`src/hw/rtl/pdad_pkg.sv`:
```
// Shared types and constants of the PWM duty angle decoder.
// No dependencies.
package pdad_pkg;

  localparam int TIME_BITS  = 32;
  localparam int SCALE_BITS = 16;
  localparam int POS_BITS   = 12;
  localparam int ZERO_BITS  = 19;
  localparam int ANGLE_BITS = 18;
  localparam int PROD_BITS  = TIME_BITS + SCALE_BITS;
  localparam int ANG_WORK_BITS = 20;
  localparam int ADDR_BITS  = 4;

  localparam int MUL_STEPS = SCALE_BITS;
  localparam int DIV_STEPS = PROD_BITS;
  localparam int CNT_BITS  = $clog2(DIV_STEPS);

  localparam int HALF_TURN = 92160;
  localparam int FULL_TURN = 184320;

  localparam logic [SCALE_BITS-1:0] SCALE_RESET  = 16'd4351;
  localparam logic [POS_BITS-1:0]   OFFSET_RESET = 12'd128;
  localparam logic [POS_BITS-1:0]   MAX_RESET    = 12'd4095;

  typedef enum logic [1:0] {
    REG_SCALE  = 2'd0,
    REG_OFFSET = 2'd1,
    REG_MAX    = 2'd2,
    REG_ZERO   = 2'd3
  } reg_idx_t;

  typedef enum logic [2:0] {
    ST_IDLE,
    ST_MUL,
    ST_DIV,
    ST_CLAMP,
    ST_ANGLE,
    ST_WRAP1,
    ST_WRAP2,
    ST_DONE
  } state_t;

  function automatic logic signed [ANG_WORK_BITS-1:0] wrap_step(
      input logic signed [ANG_WORK_BITS-1:0] a);
    logic signed [ANG_WORK_BITS-1:0] r;
    r = a;
    if (a > ANG_WORK_BITS'(HALF_TURN)) begin
      r = a - ANG_WORK_BITS'(FULL_TURN);
    end else if (a < -ANG_WORK_BITS'(HALF_TURN)) begin
      r = a + ANG_WORK_BITS'(FULL_TURN);
    end
    return r;
  endfunction

endpackage

```
`src/hw/rtl/pwm_duty_angle_decoder.sv`:
```
// PWM duty angle decoder: bit-serial multiply, restoring divide, clamp, angle.
// A rising edge with nonzero period starts a request: 16 multiply steps, 48 divide
// steps, then clamp, angle, wrap1, wrap2 and done before the result is registered.
// Such a request holds cap_stall until done; others are taken 1 per cycle while idle.
// Synchronous reset clears timing state and sets the registers to their defaults. Depends on pdad_pkg.
module pwm_duty_angle_decoder (
  input  logic        clk,
  input  logic        rst,
  input  logic        cap_valid,
  output logic        cap_stall,
  input  logic [pdad_pkg::TIME_BITS-1:0] capture_time,
  input  logic        edge_rising,
  input  logic        edge_falling,
  output logic        res_valid,
  input  logic        res_stall,
  output logic [pdad_pkg::POS_BITS-1:0]   position,
  output logic [pdad_pkg::ANGLE_BITS-1:0] angle_q9,
  input  logic        psel,
  input  logic        penable,
  input  logic        pwrite,
  input  logic [pdad_pkg::ADDR_BITS-1:0]  paddr,
  input  logic [31:0] pwdata,
  output logic [31:0] prdata,
  output logic        pready
);
  import pdad_pkg::*;

  logic [SCALE_BITS-1:0] period_scale;
  logic [POS_BITS-1:0]   position_offset;
  logic [POS_BITS-1:0]   position_max;
  logic [ZERO_BITS-1:0]  zero_angle;

  logic [TIME_BITS-1:0]  last_rise_time;
  logic [TIME_BITS-1:0]  high_width;

  state_t state, state_next;
  logic [CNT_BITS-1:0]   cnt;
  logic [SCALE_BITS-1:0] sreg;
  logic [TIME_BITS-1:0]  mul_w;
  logic [TIME_BITS-1:0]  div_p;
  logic [PROD_BITS-1:0]  acc;
  logic [TIME_BITS-1:0]  rem;
  logic [POS_BITS-1:0]   pos;
  logic signed [ANG_WORK_BITS-1:0] ang;

  logic accept, start, wr;
  reg_idx_t widx, ridx;
  logic [TIME_BITS-1:0] period;
  logic [TIME_BITS:0]   rem_sh;
  logic                 qbit;
  logic [PROD_BITS-1:0] q_sub;
  logic [ANGLE_BITS-1:0] pos45;

  assign pready    = 1'b1;
  assign cap_stall = (state != ST_IDLE);
  assign accept    = cap_valid && !cap_stall;
  assign period    = capture_time - last_rise_time;
  assign start     = accept && edge_rising && (period != '0);

  assign wr   = psel && penable && pwrite && pready;
  assign widx = reg_idx_t'(paddr[ADDR_BITS-1:2]);
  assign ridx = reg_idx_t'(paddr[ADDR_BITS-1:2]);

  always_comb begin
    unique case (ridx)
      REG_SCALE:  prdata = 32'(period_scale);
      REG_OFFSET: prdata = 32'(position_offset);
      REG_MAX:    prdata = 32'(position_max);
      REG_ZERO:   prdata = 32'(zero_angle);
      default:    prdata = '0;
    endcase
  end

  always_ff @(posedge clk) begin
    if (rst) begin
      period_scale    <= SCALE_RESET;
      position_offset <= OFFSET_RESET;
      position_max    <= MAX_RESET;
      zero_angle      <= '0;
    end else if (wr) begin
      unique case (widx)
        REG_SCALE:  period_scale    <= pwdata[SCALE_BITS-1:0];
        REG_OFFSET: position_offset <= pwdata[POS_BITS-1:0];
        REG_MAX:    position_max    <= pwdata[POS_BITS-1:0];
        REG_ZERO:   zero_angle      <= pwdata[ZERO_BITS-1:0];
        default:    ;
      endcase
    end
  end

  // edge timing state
  always_ff @(posedge clk) begin
    if (rst) begin
      last_rise_time <= '0;
      high_width     <= '0;
    end else if (accept) begin
      if (edge_rising) begin
        last_rise_time <= capture_time;
      end
      if (edge_falling) begin
        high_width <= edge_rising ? '0 : period;
      end
    end
  end

  // divide step: product bits shift into the remainder, quotient bits into acc
  assign rem_sh = {rem, acc[PROD_BITS-1]};
  assign qbit   = (rem_sh >= {1'b0, div_p});
  assign q_sub  = acc - PROD_BITS'(position_offset);
  assign pos45  = ({pos, 5'd0} + {2'd0, pos, 3'd0}) + ({3'd0, pos, 2'd0} + {6'd0, pos});

  always_comb begin
    state_next = state;
    unique case (state)
      ST_IDLE:  if (start) state_next = ST_MUL;
      ST_MUL:   if (cnt == CNT_BITS'(MUL_STEPS - 1)) state_next = ST_DIV;
      ST_DIV:   if (cnt == CNT_BITS'(DIV_STEPS - 1)) state_next = ST_CLAMP;
      ST_CLAMP: state_next = ST_ANGLE;
      ST_ANGLE: state_next = ST_WRAP1;
      ST_WRAP1: state_next = ST_WRAP2;
      ST_WRAP2: state_next = ST_DONE;
      ST_DONE:  if (!res_valid || !res_stall) state_next = ST_IDLE;
      default:  state_next = ST_IDLE;
    endcase
  end

  always_ff @(posedge clk) begin
    if (rst) begin
      state <= ST_IDLE;
    end else begin
      state <= state_next;
    end
  end

  always_ff @(posedge clk) begin
    if (rst) begin
      cnt <= '0;
    end else if (state_next != state) begin
      cnt <= '0;
    end else begin
      cnt <= cnt + 1'b1;
    end
  end

  always_ff @(posedge clk) begin
    unique case (state)
      ST_IDLE: begin
        mul_w <= high_width;
        div_p <= period;
        sreg  <= period_scale;
        acc   <= '0;
        rem   <= '0;
      end
      ST_MUL: begin
        acc  <= {acc[PROD_BITS-2:0], 1'b0} +
                (sreg[SCALE_BITS-1] ? {{SCALE_BITS{1'b0}}, mul_w} : '0);
        sreg <= {sreg[SCALE_BITS-2:0], 1'b0};
      end
      ST_DIV: begin
        rem <= qbit ? TIME_BITS'(rem_sh - {1'b0, div_p}) : rem_sh[TIME_BITS-1:0];
        acc <= {acc[PROD_BITS-2:0], qbit};
      end
      ST_CLAMP: begin
        if (acc < PROD_BITS'(position_offset)) begin
          pos <= '0;
        end else if (q_sub > PROD_BITS'(position_max)) begin
          pos <= position_max;
        end else begin
          pos <= q_sub[POS_BITS-1:0];
        end
      end
      ST_ANGLE: ang <= $signed({2'b00, pos45}) -
                       ANG_WORK_BITS'($signed(zero_angle));
      ST_WRAP1: ang <= wrap_step(ang);
      ST_WRAP2: ang <= wrap_step(ang);
      ST_DONE:  ;
      default:  ;
    endcase
  end

  always_ff @(posedge clk) begin
    if (rst) begin
      res_valid <= 1'b0;
    end else if (state == ST_DONE && (!res_valid || !res_stall)) begin
      res_valid <= 1'b1;
    end else if (!res_stall) begin
      res_valid <= 1'b0;
    end
  end

  always_ff @(posedge clk) begin
    if (state == ST_DONE && (!res_valid || !res_stall)) begin
      position <= pos;
      angle_q9 <= ang[ANGLE_BITS-1:0];
    end
  end

endmodule

```
`config.mk`:
```
export PLATFORM = sky130hd
export DESIGN_NAME = pwm_duty_angle_decoder
export DESIGN_NICKNAME = d
export VERILOG_FILES = /design/src/hw/rtl/pdad_pkg.sv /design/src/hw/rtl/pwm_duty_angle_decoder.sv
export SDC_FILE = /design/constraint.sdc
export NUM_CORES = 1
export LEC_CHECK = 0
export BUFFER_PORTS_ARGS = -buffer_cell sky130_fd_sc_hd__buf_2
export CORE_AREA = 3 3 227 229
export CTS_BUF_LIST = sky130_fd_sc_hd__clkbuf_8
export DETAILED_ROUTE_END_ITERATION = 12
export DIE_AREA = 0 0 230 232
export GPL_TIMING_DRIVEN = 1
export PLACE_DENSITY_LB_ADDON = 0.1
export SETUP_SLACK_MARGIN = 0.05
export SYNTH_ARGS = -nofsm -noshare
export SYNTH_HDL_FRONTEND = slang
export SYNTH_SLANG_ARGS = --single-unit
```
`constraint.sdc`:
```
create_clock -name clk -period 19.7 [get_ports clk]
set_input_delay 0.985 -clock clk [delete_from_list [all_inputs] [get_ports clk]]
set_output_delay 0.985 -clock clk [all_outputs]
set_load 0.03 [all_outputs]
```
# Word-level counts from Yosys, hierarchy flattened
# Cells that the tools add are included.
# word_totals
register_bits,355
latch_bits,0
mem_bits_rw,0
mem_bits_ro,0
output_inout_bits,65
n_memories,0
# op_classes
add_sub_neg,11
mul,0
div_mod_pow,0
order_cmp,5
n_eq_ne,15
n_shift,0
muxes,18
bitwise,0
reduce_logical,27
# ops
cell,count
48-bit case mux with 3 select lines,1
32-bit case mux with 4 select lines,1
32-bit 2-to-1 mux,3
32-bit case mux with 2 select lines,1
32-bit subtractor,2
48-bit by 32-bit adder with 48-bit output,1
48-bit by 12-bit > comparator with 1-bit output,1
48-bit by 12-bit < comparator with 1-bit output,1
48-bit by 12-bit subtractor with 48-bit output,1
20-bit 2-to-1 mux,2
20-bit case mux with 2 select lines,1
33-bit by 32-bit >= comparator with 1-bit output,1
16-bit case mux with 2 select lines,1
32-bit nonzero test,1
3-bit case mux with 8 select lines,1
20-bit by 19-bit adder with 20-bit output (second input constant),1
20-bit by 18-bit > comparator with 1-bit output (second input constant),1
20-bit by 18-bit < comparator with 1-bit output (second input constant),1
19-bit by 19-bit subtractor with 20-bit output,1
20-bit by 19-bit subtractor with 20-bit output (second input constant),1
17-bit by 15-bit adder with 18-bit output,1
18-bit by 15-bit adder with 18-bit output,1
14-bit by 12-bit adder with 15-bit output,1
2-bit AND reduction,7
22 further kinds,42

# Depth between registers and ports, before layout
# Gate-level depths: netlist of the first run.
# depth
word_depth,9
mapped_depth,25
ltp_nobuf,25

# Worst setup path after synthesis of the first run
# No wires, ideal clock.
# synth_timing
kind,flip-flop to flip-flop
from,register state[0]
to,register high_width[21]
setup_ns,0.065
t_arrival_ns,7.204
required_time_ns,19.635
slack_ns,12.431
stages_incl_launch_ff,9
n_path_buf,3
synth_period_minus_slack_ns,7.269
path_cell_list,dfxtp_1 > clkbuf_1 > nor3_1 > nand3_1 > nor2_1 > clkbuf_1 > buf_1 > a22oi_1 > nor2_1
# synth_between
elab_chain_cells,4
# synth_lines
item,line_no,rtl
start: declaration,pwm_duty_angle_decoder.sv:36,"state_t state, state_next;"
start signal: assignment,pwm_duty_angle_decoder.sv:131,state <= state_next;
3-bit nonzero test,pwm_duty_angle_decoder.sv:55,assign cap_stall = (state != ST_IDLE);
1-bit zero test,pwm_duty_angle_decoder.sv:56,assign accept = cap_valid && !cap_stall;
1-bit logical AND,pwm_duty_angle_decoder.sv:56,
2-bit AND reduction (no source line),n/a,
end signal: assignment,pwm_duty_angle_decoder.sv:101,high_width <= edge_rising ? '0 : period;
end: declaration,pwm_duty_angle_decoder.sv:34,logic [TIME_BITS-1:0] high_width;
# Every way passes these cells.
# A chain may end at the register's enable or synchronous reset.

# Worst setup path after layout of the first run
# layout_timing
from,register acc[1]
to,register pos[5] (data pin)
# layout_between
elab_chain_cells,3
elab_cells_between_ends,4
classes_between,add/sub (1); order compare (2); mux (1)
# layout_lines
item,line_no,rtl
start: declaration,pwm_duty_angle_decoder.sv:41,logic [PROD_BITS-1:0] acc;
start signal: assignment,pwm_duty_angle_decoder.sv:155,"acc <= {acc[PROD_BITS-2:0], 1'b0} +"
start signal: assignment,pwm_duty_angle_decoder.sv:161,"acc <= {acc[PROD_BITS-2:0], qbit};"
48-bit by 12-bit subtractor with 48-bit output,pwm_duty_angle_decoder.sv:109,assign q_sub = acc - PROD_BITS'(position_offset);
48-bit by 12-bit > comparator with 1-bit output,pwm_duty_angle_decoder.sv:166,end else if (q_sub > PROD_BITS'(position_max)) begin
12-bit 2-to-1 mux,pwm_duty_angle_decoder.sv:166,
end signal: assignment,pwm_duty_angle_decoder.sv:167,pos <= position_max;
end signal: assignment,pwm_duty_angle_decoder.sv:169,pos <= q_sub[POS_BITS-1:0];
end: declaration,pwm_duty_angle_decoder.sv:43,logic [POS_BITS-1:0] pos;
# Parallel ways exist; a longest one is shown, timed or not.

==> flow_metrics.tcl, run 1 <==
set metrics [dict create \
    avgViaCountPerCell 5.483 \
    dp_hpwl_mm 41.95 \
    cts.sinks 355 \
    rsz0062_at_grt "no" \
    synth_cell_types 73 \
    antenna_found_initial 0 \
    cts_tree "built" \
    wirelength_mm 57.34 \
    cts_buffers 66 \
    worstSetupStartpointType "flop" \
    fin_crit_sh 0.2951 \
    post_cts.repair.setup_buffers 0 \
    clk_path_buf_depth 3 \
    hold_violations 0 \
    yosysSeqAreaShare 0.4194 \
    tns_ns 0 \
    rows 82 \
    gp_congestion 0.8804 \
    nets 2758 \
    portBuffers 112 \
    path_cells "ha_1 > nor2b_1 > o21ai_0 > a21boi_0 > o21ai_0 > a21oi_1 > and2_1 > o21ai_0 > nand2b_1 > xor2_1 > ha_1 > a21o_1 > a21o_1 > a21oi_1 > o211ai_1 > a21oi_1 > nand3_1 > nor4_1 > nand4_1 > mux2i_1 > nor2_1" \
    die_w_um 230 \
    synth_ff_type "edfxtp_1" \
    crit_path_end_kind "flop" \
    grt_usage 0.2125 \
    grt_overflow 0 \
    yosys-top-cells-area "edfxtp_1, dfxtp_1, ha_1" \
    syn_area_um2 22240 \
    final_cells 3218 \
    setup_violations 0 \
    ioPinCount 142 \
    dieArea_um2 53360 \
    synthArstFlopShare 0 \
    drc 0 \
    hp-class "flop to flop" \
    worst_pin_slew_ns 1.217 \
    fp.dieH_um 232 \
    worst-setup-path-type "flop to flop" \
    postRouteAntennaNets 0 \
    worstPathMaxFanout 13 \
    layout_setup_ws_ns 13.89 \
    drv_slew 0 \
    crit_slowest_cell "nand4_1" \
    synth-edff-count 222 \
    drtIter0Drc 986 \
    hold_buffers 0 \
    drive_gt1_frac 0.1057 \
    ys_ff_latch 355 \
    slew-limit-headroom 0.1876 \
    grt_pass1_vias 16760 \
    grt_pass1_wl_mm 90.45 \
    clkLatencyLatePin_ns 0.64 \
    leakage_nw 10.39 \
    synth_area_per_cell_um2 9.303 \
    p_per_area_nw_per_um2 75.27 \
    cts_resized 0 \
    synth_top_cell_by_area "edfxtp_1" \
    n_antenna_cell 0 \
    ys_warn_count 0 \
    worst_ep_required_time_ns 20.06 \
    drt_pre_antenna_iters 5 \
    post_drt_wl_per_cell_um 17.82 \
    grt_max_degree 75 \
    vdd_drop_max_mv 0.04355 \
    status "finished, final reports clean" \
    cts-root-buf "clkbuf_8" \
    htreeDepth 3 \
    post-route-min-period_ns 5.813 \
    final.setup_skew_ns 0.03337 \
    place_ws_ns 13.94 \
    yosysTopAreaCellShare 0.2997 \
    area_growth_pct 11.22 \
    drv_cap 0 \
    clk_pin_slew_ns 0.06 \
    max_stage_delay_ns 0.80 \
    start_util 0.4461 \
    vias 17640 \
    fin_util 0.4961 \
    max_freq_mhz 172.0 \
    arrival_ns 6.17 \
    core_um2 49860 \
    synth_cells 2391 \
    dpl.cell_count 3097 \
]
[worst max-delay path: cells and delay by family, from the launching register on]
family	cells	cell delay, ns
XOR/XNOR	1	0.21
adder cells (fa/ha/maj)	2	0.61
flip-flops	1	0.55
multiplexers	1	0.59
AND/OR/NAND/NOR	7	1.60
AO/OA/AOI/OAI	10	1.98
[worst paths after layout]
kind / start / to / slack (ns) / cells past startpoint
setup / recovery: acc[1]$_DFFE_PP_ / pos[5]$_SDFFCE_PN0P_ / 13.89 / 21
hold / removal: high_width[29]$_SDFFE_PP0P_ / mul_w[29]$_DFFE_PP_ / 0.43 / 0
setup reg to reg: acc[1]$_DFFE_PP_ / pos[5]$_SDFFCE_PN0P_ / 13.89 / 21
hold reg to reg: high_width[29]$_SDFFE_PP0P_ / mul_w[29]$_DFFE_PP_ / 0.43 / 0
[power by group]
part | internal (mW) | total [mW] | switching (mW)
Clock | 0.381 | 0.708 | 0.327
Sequential | 0.828 | 0.843 | 0.0151
Combinational | 0.118 | 0.311 | 0.193
Total | 1.33 | 1.86 | 0.536
[routing by layer]
layer  share of wire  track usage  wire length (µm)  vias up
li1                -            -                 -     8716
met1            0.44       0.2697             25410     8432
met2            0.48       0.3624             27540      383
met3           0.040      0.03594              2271      112
met4           0.037      0.08320              2117        0
met5               0            0                 0        -
[synthesized netlist by cell type, drive strengths merged, types with 47 or more instances]
master	number
ha	163
mux2i	49
inv	184
clkbuf	87
xnor2	77
a21o	53
nor2	199
xor2	47
edfxtp	222
o21ai	120
a21oi	188
nand2	301
dfxtp	133
[final cells by class]
cell class / instances / area (µm²)
Inverter: 184 / 690.7
Clock inverter: 45 / 257.7
Clock buffer: 76 / 1046
Fill cell: 4737 / 25120
Timing Repair Buffer: 129 / 690.7
Multi-Input combinational cell: 1757 / 11880
Sequential cell: 355 / 9329
Tap cell: 672 / 840.8
[cells by family after synthesis]
group	after synthesis	synth area share
AO/OA/AOI/OAI	585	0.1688
adder cells (fa/ha/maj)	188	0.1142
buffers and inverters	291	0.05164
multiplexers	61	0.03420
XOR/XNOR	124	0.04883
other	2	0.0003376
AND/OR/NAND/NOR	785	0.1626
flip-flops	355	0.4194
[stage by stage]
| stage | hold slack (ns) | power (mW) | cell area, µm² |
|---|---|---|---|
| after floorplan | 0.4086 | 1.086 | 22290 |
| after global placement | 0.4176 | 1.165 | 23440 |
| after detailed placement | 0.4190 | 1.169 | 23440 |
| after CTS | 0.4305 | 1.886 | 24740 |
| after global routing | 0.4318 | 1.954 | 24740 |
| final | 0.4265 | 1.862 | 24740 |
[registers in the layout, indices dropped and copies added, names as in the netlist]
name / flops
acc: 48
div_p: 32
high_width: 32
last_rise_time: 32
mul_w: 32
rem: 32
ang: 20
zero_angle: 19
angle_q9: 18
period_scale: 16
sreg: 16
pos: 12
position: 12
position_max: 12
position_offset: 12
cnt: 6
state: 3
res_valid: 1
[layout by cell type (no fill, tap or decap), types with 23 or more instances in the layout]
| cell type | count |
|---|---|
| nand2_1 | 298 |
| edfxtp_1 | 222 |
| inv_1 | 212 |
| nor2_1 | 197 |
| a21oi_1 | 185 |
| ha_1 | 163 |
| dfxtp_1 | 133 |
| o21ai_0 | 120 |
| buf_2 | 111 |
| xnor2_1 | 77 |
| clkbuf_8 | 76 |
| a21o_1 | 53 |
| mux2i_1 | 49 |
| xor2_1 | 47 |
| nand3_1 | 45 |
| and2_1 | 43 |
| nor3_1 | 39 |
| a22oi_1 | 29 |
| o21bai_1 | 25 |
| fa_1 | 25 |
| o21a_1 | 23 |
| a211oi_1 | 23 |
Power figures use the tool's default switching activity.
==> inputs of run 2 (changes only) <==
- clock period: 19.7 -> 6 ns (I/O delays scaled with it)
==> flow_metrics.tcl, run 2 (synthesized netlist as in run 1, its figures left out) <==
set metrics [dict create \
    grt_pass1_vias 17240 \
    nets 2819 \
    final_cell_mix "nand2_1, edfxtp_1, inv_1" \
    cts_buffers 67 \
    area_growth_pct 13.65 \
    clk_pin_slew_ns 0.06 \
    regArea_um2 9329 \
    drv_slew 0 \
    top_usage_layer "met2" \
    vias 17930 \
    hold_violations 0 \
    antenna_found_initial 0 \
    max_stage_delay_ns 0.54 \
    place_ws_ns 0.3599 \
    slew-limit-headroom 0.1776 \
    largest_register_ffs 48 \
    dp_hpwl_mm 42.70 \
    grt_pass1_wl_mm 93.41 \
    tns_ns 0 \
    drc 0 \
    post-route-min-period_ns 5.578 \
    max_freq_mhz 179.3 \
    vdd_drop_max_mv 0.1276 \
    worst_pin_slew_ns 1.232 \
    clkLatencyLatePin_ns 0.62 \
    setup_violations 0 \
    crit_path_end_kind "flop" \
    arrival_ns 5.91 \
    drt_pre_antenna_iters 5 \
    cts-root-buf "clkbuf_8" \
    core_um2 49860 \
    grt_usage 0.2192 \
    drtIter0Drc 907 \
    avgViaCountPerCell 5.466 \
    gp_congestion 0.8804 \
    multi_input_area_um2 11900 \
    worstSetupStartpointType "flop" \
    fin_crit_sh 0.9297 \
    die_w_um 230 \
    grt_max_degree 93 \
    met1_usage 0.2807 \
    p_total_mw 6.052 \
    worstPathMaxFanout 4 \
    fin_util 0.5070 \
    nFillCells 4699 \
    p_per_area_nw_per_um2 239.4 \
    cts_tree "built" \
    hp-class "input pin to flop" \
    start_util 0.4461 \
    drv_cap 0 \
    crit_family "adder cells" \
    post_drt_wl_per_cell_um 17.95 \
    wirelength_mm 58.87 \
    met2_usage 0.3717 \
    portBuffers 112 \
    rows 82 \
    cts.sinks 355 \
    postRouteAntennaNets 0 \
    final_common_cell "nand2_1" \
    ioPinCount 142 \
    status "finished, final reports clean" \
    crit_top_cell "o21a_1" \
    gr-usage-met3 0.03582 \
    rsz0062_at_grt "no" \
    final.setup_skew_ns 0.02873 \
    worst-setup-path-type "flop to flop" \
    drive_gt1_frac 0.1054 \
    dieArea_um2 53360 \
    crit_slowest_cell "fa_1" \
    path_cells "inv_1 > fa_1 > inv_1 > fa_1 > fa_1 > a21oi_1 > nor2_1 > nor2_1 > nor2b_1 > o21a_1 > o21a_1 > o21a_1 > o21a_1 > o21a_1 > nor2_1 > xnor2_1 > ha_1 > and3_1 > a21oi_1 > o21ai_1 > or4_1 > a31oi_2 > xnor2_1 > mux2i_1" \
    fp.dieH_um 232 \
    worst_ep_required_time_ns 6.33 \
    leakage_nw 10.63 \
    clk_path_buf_depth 3 \
    crit_buf_inv 2 \
    top_register "acc" \
    n_antenna_cell 0 \
    layout_setup_ws_ns 0.4216 \
    grt_overflow 0 \
    htreeDepth 3 \
]
run 2: cell count changes in the layout (fill, tap and decap cells not counted), sizes merged:
cell         previous run  this run
buf                   129       137
bufinv                  2         0
clkinv                  8        12
dlygate4sd3             0        52
run 2: repair_timing:
action	CTS	global route
gates resized for setup	0	2
buffers inserted	0	5
hold endpoints to repair	87	0
hold buffers	52	0
endpoints found under the setup margin	0	1
run 2: routing by layer:
metal	vias up	part of all wire
li1	8833	-
met2	404	0.48
met1	8587	0.44
met5	-	0
met4	0	0.033
met3	103	0.047
run 2: final timing paths:
path	cells after the start	startpoint	to	slack, ns
worst max register to register	24	pos[0]$_SDFFCE_PN0P_	ang[18]$_DFFE_PP_	0.42
worst min-delay path	4	cap_valid	last_rise_time[28]$_SDFFE_PP0P_	0.13
worst min register to register	0	high_width[25]$_SDFFE_PP0P_	mul_w[25]$_DFFE_PP_	0.43
worst max-delay path	24	pos[0]$_SDFFCE_PN0P_	ang[18]$_DFFE_PP_	0.42
run 2: area by class of cell:
type / count / area share
repair buffers: 189 / 0.05029
clock buffers: 76 / 0.04138
inverters: 184 / 0.02732
well taps: 672 / 0.03326
multi-input cells: 1757 / 0.4707
clock inverters: 47 / 0.008068
flip-flops and latches: 355 / 0.3690
run 2: per-stage QoR:
stage	area [µm²]	instances	hold WS, ns
finish	25280	3280	0.1254
global route	25280	3280	0.1275
CTS	25240	3275	0.05277
detailed placement	23470	3100	0.4163
global placement	23470	3100	0.4159
floorplan	22290	2403	0.4086
run 2: worst reg2reg max path, stage by stage, from the launching register on:
cell	delay, ns
edfxtp_1	0.44
inv_1	0.12
fa_1	0.54
inv_1	0.05
fa_1	0.51
fa_1	0.47
a21oi_1	0.17
nor2_1	0.05
nor2_1	0.15
nor2b_1	0.07
o21a_1	0.19
o21a_1	0.18
o21a_1	0.18
o21a_1	0.18
o21a_1	0.18
nor2_1	0.12
xnor2_1	0.14
ha_1	0.29
and3_1	0.19
a21oi_1	0.10
o21ai_1	0.12
or4_1	0.45
a31oi_2	0.20
xnor2_1	0.13
mux2i_1	0.08
run 2: where the power goes:
| part | switching, mW | internal [mW] | total, mW |
|---|---|---|---|
| Sequential | 0.0503 | 2.72 | 2.77 |
| Clock | 1.07 | 1.16 | 2.23 |
| Combinational | 0.648 | 0.409 | 1.06 |
| Total | 1.76 | 4.29 | 6.05 |
==> inputs of run 3 (changes only) <==
- PLACE_DENSITY: not set -> 0.58
- PLACE_DENSITY_LB_ADDON: 0.1 -> not set
==> flow_metrics.tcl, run 3 (synthesized netlist as in run 1, its figures left out) <==
set metrics [dict create \
    fp.dieH_um 232 \
    grt_pass1_wl_mm 93.61 \
    fin_util 0.5098 \
    clock_power_share 0.387 \
    drv_cap 0 \
    nets 2824 \
    final_common_cell "nand2_1" \
    drtIter0Drc 1255 \
    ioPinCount 142 \
    regArea_um2 9329 \
    worstPathMaxFanout 6 \
    worst_pin_slew_ns 1.204 \
    top_register "acc" \
    gr-usage-met3 0.03729 \
    vdd_drop_max_mv 0.1820 \
    final.setup_skew_ns 0.03014 \
    clk_pin_slew_ns 0.06 \
    final_cell_mix "nand2_1, edfxtp_1, inv_1" \
    grt_usage 0.2188 \
    drive_gt1_frac 0.1084 \
    setup_violations 0 \
    met2_usage 0.3723 \
    start_util 0.4461 \
    post-route-min-period_ns 5.577 \
    nFillCells 4703 \
    cts.sinks 355 \
    fin_area_um2 25420 \
    rows 82 \
    avgViaCountPerCell 5.470 \
    leakage_nw 10.71 \
    antenna_found_initial 3 \
    multi_input_area_um2 11880 \
    cts-root-buf "clkbuf_8" \
    portBuffers 112 \
    post_drt_wl_per_cell_um 18.00 \
    drv_slew 0 \
    tns_ns 0 \
    intPower_mw 4.495 \
    worst_ep_required_time_ns 6.36 \
    switchingPower_mw 1.776 \
    hold_depth 4 \
    die_w_um 230 \
    crit_path_end_kind "flop" \
    htreeDepth 3 \
    grt_pass1_vias 17500 \
    swShare 0.2832 \
    cts_tree "built" \
    reg2reg_depth 24 \
    cts_buffers 68 \
    pwr-share-seq 0.444 \
    drc 0 \
    area_growth_pct 14.28 \
    core_um2 49860 \
    vias 17960 \
    fin_crit_sh 0.9296 \
    drt_pre_antenna_iters 5 \
    worstSetupStartpointType "flop" \
    wirelength_mm 59.11 \
    hp-class "input pin to flop" \
    clkLatencyLatePin_ns 0.63 \
    postRouteAntennaNets 0 \
    status "finished, final reports clean" \
    top_usage_layer "met2" \
    dieArea_um2 53360 \
    rsz0062_at_grt "no" \
    grt_overflow 0 \
    met1_usage 0.2838 \
    clk_path_buf_depth 3 \
    arrival_ns 5.94 \
    hold_violations 0 \
    gp_congestion 0.8788 \
    max_freq_mhz 179.3 \
    placed_area_um2 23480 \
    largest_register_ffs 48 \
    worst-setup-path-type "flop to flop" \
    slew-limit-headroom 0.1927 \
    p_per_area_nw_per_um2 246.7 \
    grt_max_degree 75 \
    combPwrFrac 0.168 \
    dp_hpwl_mm 43.20 \
]
## run 3: cell types whose count changed in the layout (fill, tap and decap cells not counted), moves of 3 or more
cell / change
inv_1: -4
buf_4: +4
clkinvlp_4: -4
bufinv_16: +3
clkbuf_8: +6
clkinv_1: -5
## run 3: power by group through the flow
stage | clock [mW] | sequential [mW] | combinational, mW
after floorplan | 0 | 2.80 | 0.765
after global placement | 0 | 2.83 | 1.01
after detailed placement | 0 | 2.83 | 1.02
after CTS | 2.51 | 2.78 | 1.06
after global routing | 2.62 | 2.80 | 1.17
final | 2.43 | 2.79 | 1.06
## run 3: worst paths after layout
kind                          startpoint                    endpoint  slack (ns)
min                          edge_rising  high_width[1]$_SDFFE_PP0P_        0.13
max reg2reg         pos[0]$_SDFFCE_PN0P_           ang[18]$_DFFE_PP_        0.42
min reg2reg  high_width[24]$_SDFFE_PP0P_         mul_w[24]$_DFFE_PP_        0.43
max                 pos[0]$_SDFFCE_PN0P_           ang[18]$_DFFE_PP_        0.42
## run 3: cell type report
| cell class | count | area share |
|---|---|---|
| clock buffers | 82 | 0.04440 |
| well taps | 672 | 0.03308 |
| flip-flops and latches | 355 | 0.3670 |
| repair buffers | 193 | 0.05119 |
| diodes | 1 | 0.00009845 |
| inverters | 184 | 0.02717 |
| clock inverters | 39 | 0.009648 |
| multi-input cells | 1757 | 0.4674 |
## run 3: routing by layer
metal  part of all wire  wire length (µm)
met4              0.023              1381
met1               0.45             26510
met5            0.00022                13
met2               0.48             28280
met3              0.049              2917
## run 3: stage by stage
stage          setup slack (ns)  hold slack [ns]  cells  power [mW]
2_1_floorplan            0.7908           0.4086   2403       3.565
3_3_place_gp             0.4017           0.4172   3104       3.844
3_5_place_dp             0.3071           0.4201   3104       3.858
4_1_cts                  0.2856          0.06998   3277       6.352
5_1_grt                 0.05232          0.09469   3283       6.587
6_report                 0.4227           0.1303   3283       6.271
## run 3: repair_timing
item                       CTS  global route
hold endpoints to repair    92             0
buffers inserted             0             5
setup endpoints to repair    0             1
resized for setup            0             3
hold buffers                52             0
## run 3: worst max-delay path, cell delays in order (launching register included)
cell and delay (ns):
edfxtp_1 0.40, inv_1 0.11, fa_1 0.55, inv_1 0.05
fa_1 0.50, fa_1 0.47, a21oi_1 0.19, nor2_1 0.06
nor2_1 0.16, nor2b_1 0.07, o21a_1 0.18, o21a_1 0.18
o21a_1 0.18, o21a_1 0.19, o21a_1 0.19, nor2_1 0.11
xnor2_1 0.15, ha_1 0.32, and3_1 0.19, a21oi_1 0.11
o21ai_1 0.12, or4_1 0.41, a31oi_1 0.21, xnor2_1 0.14
mux2i_1 0.09
